--- config.mk ---
export PLATFORM = sky130hd
export DESIGN_NAME = truth_table_gate_classifier_core_flat
export DESIGN_NICKNAME = d
export VERILOG_FILES = /design/src/rtl/ttgc_pkg.sv /design/src/rtl/ttgc_if.sv /design/src/rtl/ttgc_in_stage.sv /design/src/rtl/ttgc_classify.sv /design/src/rtl/ttgc_out_reg.sv /design/src/rtl/truth_table_gate_classifier_core.sv /design/src/flat_wrapper.sv
export SDC_FILE = /design/constraint.sdc
export NUM_CORES = 1
export LEC_CHECK = 0
export ABC_AREA = 1
export BUFFER_PORTS_ARGS = -buffer_cell sky130_fd_sc_hd__buf_2
export CORE_UTILIZATION = 27
export DETAILED_ROUTE_END_ITERATION = 16
export PLACE_DENSITY = 0.44
export SYNTH_ARGS = -nofsm -noshare
export SYNTH_HDL_FRONTEND = slang
export SYNTH_SLANG_ARGS = --single-unit
--- constraint.sdc ---
create_clock -name clock -period 6.9 [get_ports clock]
set_input_delay 0.69 -clock clock [delete_from_list [all_inputs] [get_ports clock]]
set_output_delay 0.69 -clock clock [all_outputs]
set_load 0.02 [all_outputs]
--- src/rtl/ttgc_pkg.sv ---
// Shared types, codes and the gate classification function for the truth table classifier.
package ttgc_pkg;

   // Gate codes reported on the result channel.
   typedef enum logic [3:0] {
      GT_C0   = 4'd0,
      GT_C1   = 4'd1,
      GT_BUF  = 4'd2,
      GT_NOT  = 4'd3,
      GT_AND  = 4'd4,
      GT_OR   = 4'd5,
      GT_NAND = 4'd6,
      GT_NOR  = 4'd7,
      GT_XOR  = 4'd8,
      GT_XNOR = 4'd9,
      GT_NONE = 4'd10
   } gate_code_type;

   localparam int unsigned NUM_INPUTS_W = 4;

   // One table bit as held in the input register.
   typedef struct packed {
      logic [NUM_INPUTS_W-1:0] num_inputs;
      logic                    truth_bit;
   } item_type;

   // What the classifier tells the control logic about the held item.
   typedef struct packed {
      logic          last;
      gate_code_type gate_type;
   } result_type;

   // Classifies a finished table from its input count, end values and flags.
   function automatic gate_code_type classify(
      input logic [NUM_INPUTS_W-1:0] n,
      input logic                    v0,
      input logic                    v1,
      input logic                    mid_zero,
      input logic                    mid_one,
      input logic                    xor_ok,
      input logic                    xnor_ok
   );
      gate_code_type code;
      code = GT_NONE;
      if (n == '0) begin
         code = v1 ? GT_C1 : GT_C0;
      end else if (n == NUM_INPUTS_W'(1)) begin
         if (!v0 && v1) begin
            code = GT_BUF;
         end else if (v0 && !v1) begin
            code = GT_NOT;
         end else begin
            code = GT_NONE;
         end
      end else if (!v0 && v1 && !mid_zero) begin
         code = GT_OR;
      end else if (!v0 && v1 && !mid_one) begin
         code = GT_AND;
      end else if (v0 && !v1 && !mid_zero) begin
         code = GT_NAND;
      end else if (v0 && !v1 && !mid_one) begin
         code = GT_NOR;
      end else if (xor_ok) begin
         code = GT_XOR;
      end else if (xnor_ok) begin
         code = GT_XNOR;
      end else begin
         code = GT_NONE;
      end
      return code;
   endfunction

endpackage

--- src/rtl/ttgc_if.sv ---
// Valid/ready channel interfaces for table bits and gate results.
interface ttgc_req_if;
   logic                                valid;
   logic                                ready;
   logic [ttgc_pkg::NUM_INPUTS_W-1:0]   num_inputs;
   logic                                truth_bit;

   modport source (output valid, output num_inputs, output truth_bit, input ready);
   modport sink (input valid, input num_inputs, input truth_bit, output ready);
endinterface

interface ttgc_rsp_if;
   logic       valid;
   logic       ready;
   logic [3:0] gate_type;

   modport source (output valid, output gate_type, input ready);
   modport sink (input valid, input gate_type, output ready);
endinterface

--- src/rtl/ttgc_in_stage.sv ---
// Input register that holds one table bit until the classifier consumes it.
module ttgc_in_stage (
   input  logic               clock,
   input  logic               reset,
   ttgc_req_if.sink           req_chan,
   input  logic               advance,
   output logic               hold_valid,
   output ttgc_pkg::item_type hold_item
);

   logic               valid_ff;
   logic               valid_in;
   ttgc_pkg::item_type item_ff;
   logic               accept;

   // The register takes a new item when it is empty or its item moves on this cycle.
   assign req_chan.ready = !valid_ff || advance;
   assign accept         = req_chan.valid && req_chan.ready;
   assign valid_in       = accept || (valid_ff && !advance);

   always_ff @(posedge clock) begin
      if (reset) begin
         valid_ff <= 1'b0;
      end else begin
         valid_ff <= valid_in;
      end
   end

   // Payload needs no reset.
   always_ff @(posedge clock) begin
      if (accept) begin
         item_ff.num_inputs <= req_chan.num_inputs;
         item_ff.truth_bit  <= req_chan.truth_bit;
      end
   end

   assign hold_valid = valid_ff;
   assign hold_item  = item_ff;

endmodule

--- src/rtl/ttgc_classify.sv ---
// Table state and flag update with classification of the held bit.
module ttgc_classify #(
   parameter int MAX_INPUTS = 10
) (
   input  logic                 clock,
   input  logic                 reset,
   input  ttgc_pkg::item_type   hold_item,
   input  logic                 advance,
   output ttgc_pkg::result_type result
);

   localparam int NW = ttgc_pkg::NUM_INPUTS_W;

   logic [MAX_INPUTS-1:0] pos_ff, pos_in;
   logic [NW-1:0]         n_ff, n_in;
   logic                  first_ff, first_in;
   logic                  mid_zero_ff, mid_zero_in;
   logic                  mid_one_ff, mid_one_in;
   logic                  xor_ok_ff, xor_ok_in;
   logic                  xnor_ok_ff, xnor_ok_in;

   logic                  at_first;
   logic [NW-1:0]         n_sat;
   logic [MAX_INPUTS-1:0] last_pos;
   logic                  at_last;
   logic                  in_middle;
   logic                  parity;
   logic                  bit_val;

   assign bit_val  = hold_item.truth_bit;
   assign at_first = (pos_ff == '0);

   // The input count is clipped to the largest supported table.
   assign n_sat = (int'(hold_item.num_inputs) > MAX_INPUTS) ? NW'(MAX_INPUTS)
                                                             : hold_item.num_inputs;
   assign n_in  = at_first ? n_sat : n_ff;

   // The last minterm index has its low n bits set.
   always_comb begin
      for (int i = 0; i < MAX_INPUTS; i++) begin
         last_pos[i] = (i < int'(n_in));
      end
   end

   assign at_last   = (pos_ff == last_pos);
   assign in_middle = !at_first && !at_last;
   assign parity    = ^pos_ff;

   // Flags restart on the first bit of every table.
   assign first_in    = at_first ? bit_val : first_ff;
   assign mid_zero_in = (!at_first && mid_zero_ff) || (in_middle && !bit_val);
   assign mid_one_in  = (!at_first && mid_one_ff) || (in_middle && bit_val);
   assign xor_ok_in   = (at_first || xor_ok_ff) && (bit_val == parity);
   assign xnor_ok_in  = (at_first || xnor_ok_ff) && (bit_val != parity);
   assign pos_in      = at_last ? '0 : pos_ff + MAX_INPUTS'(1);

   always_ff @(posedge clock) begin
      if (reset) begin
         pos_ff      <= '0;
         n_ff        <= '0;
         first_ff    <= 1'b0;
         mid_zero_ff <= 1'b0;
         mid_one_ff  <= 1'b0;
         xor_ok_ff   <= 1'b1;
         xnor_ok_ff  <= 1'b1;
      end else if (advance) begin
         pos_ff      <= pos_in;
         n_ff        <= n_in;
         first_ff    <= first_in;
         mid_zero_ff <= mid_zero_in;
         mid_one_ff  <= mid_one_in;
         xor_ok_ff   <= xor_ok_in;
         xnor_ok_ff  <= xnor_ok_in;
      end
   end

   // The code is only meaningful when the held bit ends its table.
   assign result.last      = at_last;
   assign result.gate_type = ttgc_pkg::classify(n_in, first_in, bit_val, mid_zero_in,
                                                mid_one_in, xor_ok_in, xnor_ok_in);

endmodule

--- src/rtl/ttgc_out_reg.sv ---
// Result register that presents one gate code on the result channel.
module ttgc_out_reg (
   input  logic                    clock,
   input  logic                    reset,
   input  logic                    load,
   input  ttgc_pkg::gate_code_type gate_type,
   ttgc_rsp_if.source              rsp_chan,
   output logic                    out_free
);

   logic       valid_ff;
   logic       valid_in;
   logic [3:0] code_ff;

   // The register can take a new result when empty or when its result is taken now.
   assign out_free = !valid_ff || rsp_chan.ready;
   assign valid_in = load || (valid_ff && !rsp_chan.ready);

   always_ff @(posedge clock) begin
      if (reset) begin
         valid_ff <= 1'b0;
      end else begin
         valid_ff <= valid_in;
      end
   end

   always_ff @(posedge clock) begin
      if (load) begin
         code_ff <= gate_type;
      end
   end

   assign rsp_chan.valid     = valid_ff;
   assign rsp_chan.gate_type = code_ff;

endmodule

--- src/rtl/truth_table_gate_classifier_core.sv ---
// Top level of the truth table gate classifier.
// The block takes one truth table bit per cycle, in minterm order, and after the last bit of
// each table (2^n bits, one bit for n of zero) delivers one gate code; all other bits give no
// item on the result channel. A bit passes an input register and the flag and counter logic,
// and the code of a table's last bit is loaded into the result register as that bit moves on
// out of the input register. Sustained rate is one bit per cycle; a result that
// waits to be taken only holds back the next table's last bit, which waits in the input
// register. The input count is read on the first bit of a table and clipped to MAX_INPUTS.
module truth_table_gate_classifier_core #(
   parameter int MAX_INPUTS = 10
) (
   input logic        clock,
   input logic        reset,
   ttgc_req_if.sink   req_chan,
   ttgc_rsp_if.source rsp_chan
);

   logic                 hold_valid;
   ttgc_pkg::item_type   hold_item;
   ttgc_pkg::result_type result;
   logic                 out_free;
   logic                 advance;
   logic                 load;

   // A held bit moves on unless it ends a table while the result register is still full.
   assign advance = hold_valid && (!result.last || out_free);
   assign load    = advance && result.last;

   ttgc_in_stage u_in_stage (
      .clock      (clock),
      .reset      (reset),
      .req_chan   (req_chan),
      .advance    (advance),
      .hold_valid (hold_valid),
      .hold_item  (hold_item)
   );

   ttgc_classify #(
      .MAX_INPUTS (MAX_INPUTS)
   ) u_classify (
      .clock     (clock),
      .reset     (reset),
      .hold_item (hold_item),
      .advance   (advance),
      .result    (result)
   );

   ttgc_out_reg u_out_reg (
      .clock     (clock),
      .reset     (reset),
      .load      (load),
      .gate_type (result.gate_type),
      .rsp_chan  (rsp_chan),
      .out_free  (out_free)
   );

endmodule

--- src/flat_wrapper.sv ---
// flat-port wrapper written by rule: the top's interface ports become plain ports
module truth_table_gate_classifier_core_flat 
#(
   parameter int MAX_INPUTS = 10
)
  (clock, reset, req_chan_valid, req_chan_num_inputs, req_chan_truth_bit, req_chan_ready, rsp_chan_valid, rsp_chan_gate_type, rsp_chan_ready);
  ttgc_req_if req_chan_i ();
  ttgc_rsp_if rsp_chan_i ();
  input logic clock;
  input logic reset;
  input wire logic [$bits(req_chan_i.valid)-1:0] req_chan_valid;
  input wire logic [$bits(req_chan_i.num_inputs)-1:0] req_chan_num_inputs;
  input wire logic [$bits(req_chan_i.truth_bit)-1:0] req_chan_truth_bit;
  output wire logic [$bits(req_chan_i.ready)-1:0] req_chan_ready;
  output wire logic [$bits(rsp_chan_i.valid)-1:0] rsp_chan_valid;
  output wire logic [$bits(rsp_chan_i.gate_type)-1:0] rsp_chan_gate_type;
  input wire logic [$bits(rsp_chan_i.ready)-1:0] rsp_chan_ready;
  assign req_chan_i.valid = req_chan_valid;
  assign req_chan_i.num_inputs = req_chan_num_inputs;
  assign req_chan_i.truth_bit = req_chan_truth_bit;
  assign req_chan_ready = req_chan_i.ready;
  assign rsp_chan_valid = rsp_chan_i.valid;
  assign rsp_chan_gate_type = rsp_chan_i.gate_type;
  assign rsp_chan_i.ready = rsp_chan_ready;
  truth_table_gate_classifier_core #(.MAX_INPUTS(MAX_INPUTS)) u_core (.clock(clock), .reset(reset), .req_chan(req_chan_i), .rsp_chan(rsp_chan_i));
endmodule
==> results.py <==
metrics = {
    "worst_setup_path": {
        "r2r_slack_ns": 3.62,
        "timing.critical_path.slowest_stage_cell": "sky130_fd_sc_hd__dfxtp_1",
        "critical_path.endpoint_type": "output pin",
        "worst_setup_path_start_kind": "flop",
        "worstPathBufferInverterCount": 5,
        "cp.required_ns": 6.21,
        "r2r-end": "u_core.u_out_reg.rsp_chan.gate_type[3]",
        "arrival_ns": 2.96,
        "path_max_fanout": 12,
        "critical_path_class": "flop to output pin",
        "reg2reg_from": "u_core.u_classify.pos_ff[6]",
        "reg2reg_path_depth": 20,
        "critPathTopFamily": "simple AND/OR/NAND/NOR gates",
        "critical-path-max-stage-delay_ns": 0.39,
        "crit_chain": "inv_1 > ha_1 > nand3_2 > nor2_4 > inv_1 > nand2_1 > nand2_2 > inv_1 > nand3_1 > nand3_1 > nand2_1 > nor2_1 > nand3_2 > inv_4 > nand3_1 > buf_2",
    },
    "finish": {
        "fillers": 771,
        "share_of_final_layout_standard_cells_stronger_than_drive_strength_1_pct": 16.25,
        "multi_input_comb_area_um2": 1125,
        "sequential_cell_area_um2": 690.7,
        "insertedDiodeCount": 0,
        "areaGrowthSynthToFinish_pct": 11.17,
        "finalCoreUtilization_pct": 31.91,
        "design.final.nets": 303,
    },
    "grt": {
        "first_global_vias": 1532,
        "grt_usage_pct": 13.71,
        "grt_pass1_wl_um": 7803,
        "grt_start_max_net_pins": 26,
        "grt_antenna_before_repair": 0,
        "global_route.overflow_total": 0,
    },
    "die": {
        "area_of_the_core_region_um2": 6944,
        "dieArea_um2": 7730,
        "rows": 30,
        "chipWidth_um": 87.92,
        "die_height_um": 87.92,
        "num_io_pins": 15,
        "floorplan.initialDensity_pct": 28.70,
    },
    "logic_synthesis": {
        "avgSynthCellArea_um2": 7.465,
        "post-synth-top-count-cell": "sky130_fd_sc_hd__nand2_1",
        "synth_commonest_cells": "sky130_fd_sc_hd__nand2_1, sky130_fd_sc_hd__inv_1, sky130_fd_sc_hd__nand3_1",
        "postSynthRegisterBits": 30,
        "syn_area_um2": 1993,
        "netlist_instances": 267,
        "synth-main-ff-cell": "sky130_fd_sc_hd__dfxtp_1",
        "post-synth-top-area-fraction_pct": 21.09,
        "yosys_warnings": 0,
        "synth.yosys.seq_area_share_pct": 34.65,
        "synth_area_leaders": "sky130_fd_sc_hd__dfxtp_1, sky130_fd_sc_hd__edfxtp_1, sky130_fd_sc_hd__nand2_1",
        "mappedNetlistNets": 288,
        "async_flop_share_pct": 0,
        "synthDistinctLibCells": 30,
        "edff_count_synth": 9,
        "library_cell_with_the_largest_summed_area_after_synthesis": "sky130_fd_sc_hd__dfxtp_1",
    },
    "clock_network": {
        "cts-buffers-inserted": 5,
        "clock_tree.root_cell": "sky130_fd_sc_hd__clkbuf_8",
        "postCtsResizedCells": 0,
        "clock_latency_on_the_worst_skew_pair_ns": 0.29,
        "htreeDepth": 2,
        "cts.path.max_buffers": 2,
        "cts.repair_timing.setup_buffer_count": 0,
        "clkSlewWorstSetupHoldPaths_ns": 0.07,
        "clkSinkCount": 30,
        "ctsHoldBuffers": 0,
        "cts_tree": "built",
    },
    "timing": {
        "achievable_freq_mhz": 274.1,
        "final.period_utilization_pct": 52.88,
        "fin_tns_setup_ns": 0,
        "period_minus_slack_ns": 3.648,
        "skew_ns": 0.009161,
        "report.final.setup_viol": 0,
        "number_of_hold_violations_in_the_final_report": 0,
        "slew_viol_final": 0,
        "max-slew-margin-rel_pct": 69.55,
        "setup_repair_after_global_routing_missed_its_margin": "no",
        "worstMarginPinSlew_ns": 0.4519,
    },
    "drt": {
        "vias_per_inst": 4.478,
        "detailroute.via_count": 1697,
        "postRouteWirelength_um": 4682,
        "drt_first_pass_iters": 4,
        "route.detailed.wl_per_inst_um": 12.35,
        "drc": 0,
        "ant_nets": 0,
        "drt-initial-drc-count": 128,
    },
    "pwr": {
        "leakagePower_nw": 0.9796,
        "max-vdd-ir-drop_uv": 80.35,
        "power_per_cell_area_nw_per_um2": 191.0,
    },
    "placed_design": {
        "io_buffers": 14,
        "detailedPlacementHpwl_um": 3614,
        "gp_routability_congestion": 0.8543,
    },
    "hold_path": {
        "timing.hold.worst.start": "u_core.u_classify.xor_ok_ff",
        "min_to": "u_core.u_classify.xor_ok_ff",
        "hold_path_depth": 2,
        "hold_class": "flop to flop",
    },
    "run": {
        "max_cap_viol_count": 0,
    },
    "run_status": {
        "status": "finished clean",
    },
}
how the worst max path moves through the flow:
| stage | start | endpoint | cells after the start |
|---|---|---|---|
| 5_1_grt | u_core.u_classify.pos_ff[6] | req_chan_ready | 16 |
| 3_3_place_gp | u_core.u_classify.pos_ff[6] | req_chan_ready | 16 |
| 6_report | u_core.u_classify.pos_ff[6] | req_chan_ready | 16 |
| 3_5_place_dp | u_core.u_classify.pos_ff[6] | req_chan_ready | 16 |
| 2_1_floorplan | u_core.u_classify.pos_ff[6] | req_chan_ready | 13 |
| 4_1_cts | u_core.u_classify.pos_ff[6] | req_chan_ready | 16 |
kinds of logic after synthesis:
family          synth area share (%)
compound gates                 12.12
xor+xnor                       4.395
fa+ha+maj                      7.533
buf+inv                        8.914
flops                          34.65
simple gates                   32.39
tightest hold or removal path, cell delays in order (launching register included):
cell,delay (ns)
sky130_fd_sc_hd__dfxtp_1,0.32
sky130_fd_sc_hd__nand2_1,0.05
sky130_fd_sc_hd__o211ai_1,0.06
layer usage:
layer	track usage (%)	wire length [µm]	share of wire [%]
met5	0	0	0
met1	19.20	2491	53
met2	19.87	1979	42
met3	3.110	126	2.7
met4	6.259	84	1.8
where the power goes:
| group | total, W | switching (W) | internal [W] |
|---|---|---|---|
| clock network | 0.000143 | 0.0000736 | 0.0000690 |
| logic | 0.0000857 | 0.0000563 | 0.0000293 |
| registers | 0.000195 | 0.00000535 | 0.000190 |
placed cells by master, fill, tap and decap left out, types with 7 or more instances in the layout:
cell type / n
sky130_fd_sc_hd__xor2_1: 7
sky130_fd_sc_hd__inv_1: 30
sky130_fd_sc_hd__nand3_1: 25
sky130_fd_sc_hd__nand2_1: 61
sky130_fd_sc_hd__edfxtp_1: 9
sky130_fd_sc_hd__nand2_2: 10
sky130_fd_sc_hd__dfxtp_1: 21
sky130_fd_sc_hd__nor2_1: 21
sky130_fd_sc_hd__buf_2: 14
sky130_fd_sc_hd__o21ai_0: 10
sky130_fd_sc_hd__ha_1: 12
sky130_fd_sc_hd__a21oi_1: 18
layout make-up:
cell class / count / share of cell area, %
Sequential cell: 30 / 31.17
Clock inverter: 3 / 0.7340
Multi-Input combinational cell: 199 / 50.76
Inverter: 32 / 5.647
Tap cell: 96 / 5.421
Timing Repair Buffer: 14 / 3.162
Clock buffer: 5 / 3.106
through the flow:
stage,setup WS [ns],std cells,instance area (µm²),hold WS (ns),power (W)
3_5_place_dp,3.605,371,2131,0.4575,0.0002850
5_1_grt,3.007,379,2216,0.5025,0.0004499
2_1_floorplan,4.185,267,1993,0.4408,0.0002682
4_1_cts,3.273,379,2216,0.4756,0.0004292
6_report,3.252,379,2216,0.4732,0.0004232
3_3_place_gp,3.577,371,2131,0.4738,0.0002864
flip-flops by register name, indices dropped and copies added, names as in the netlist:
register and cells:
u_core.u_out_reg.rsp_chan.gate_type 4, u_core.u_classify.first_ff 1, u_core.u_classify.mid_zero_ff 1, u_core.u_in_stage.hold_valid 1
u_core.u_classify.n_ff 4, u_core.u_out_reg.rsp_chan.valid 1, u_core.u_classify.mid_one_ff 1, u_core.u_in_stage.hold_item 5
u_core.u_classify.pos_ff 10, u_core.u_classify.xnor_ok_ff 1, u_core.u_classify.xor_ok_ff 1
Power figures use the tool's default switching activity.
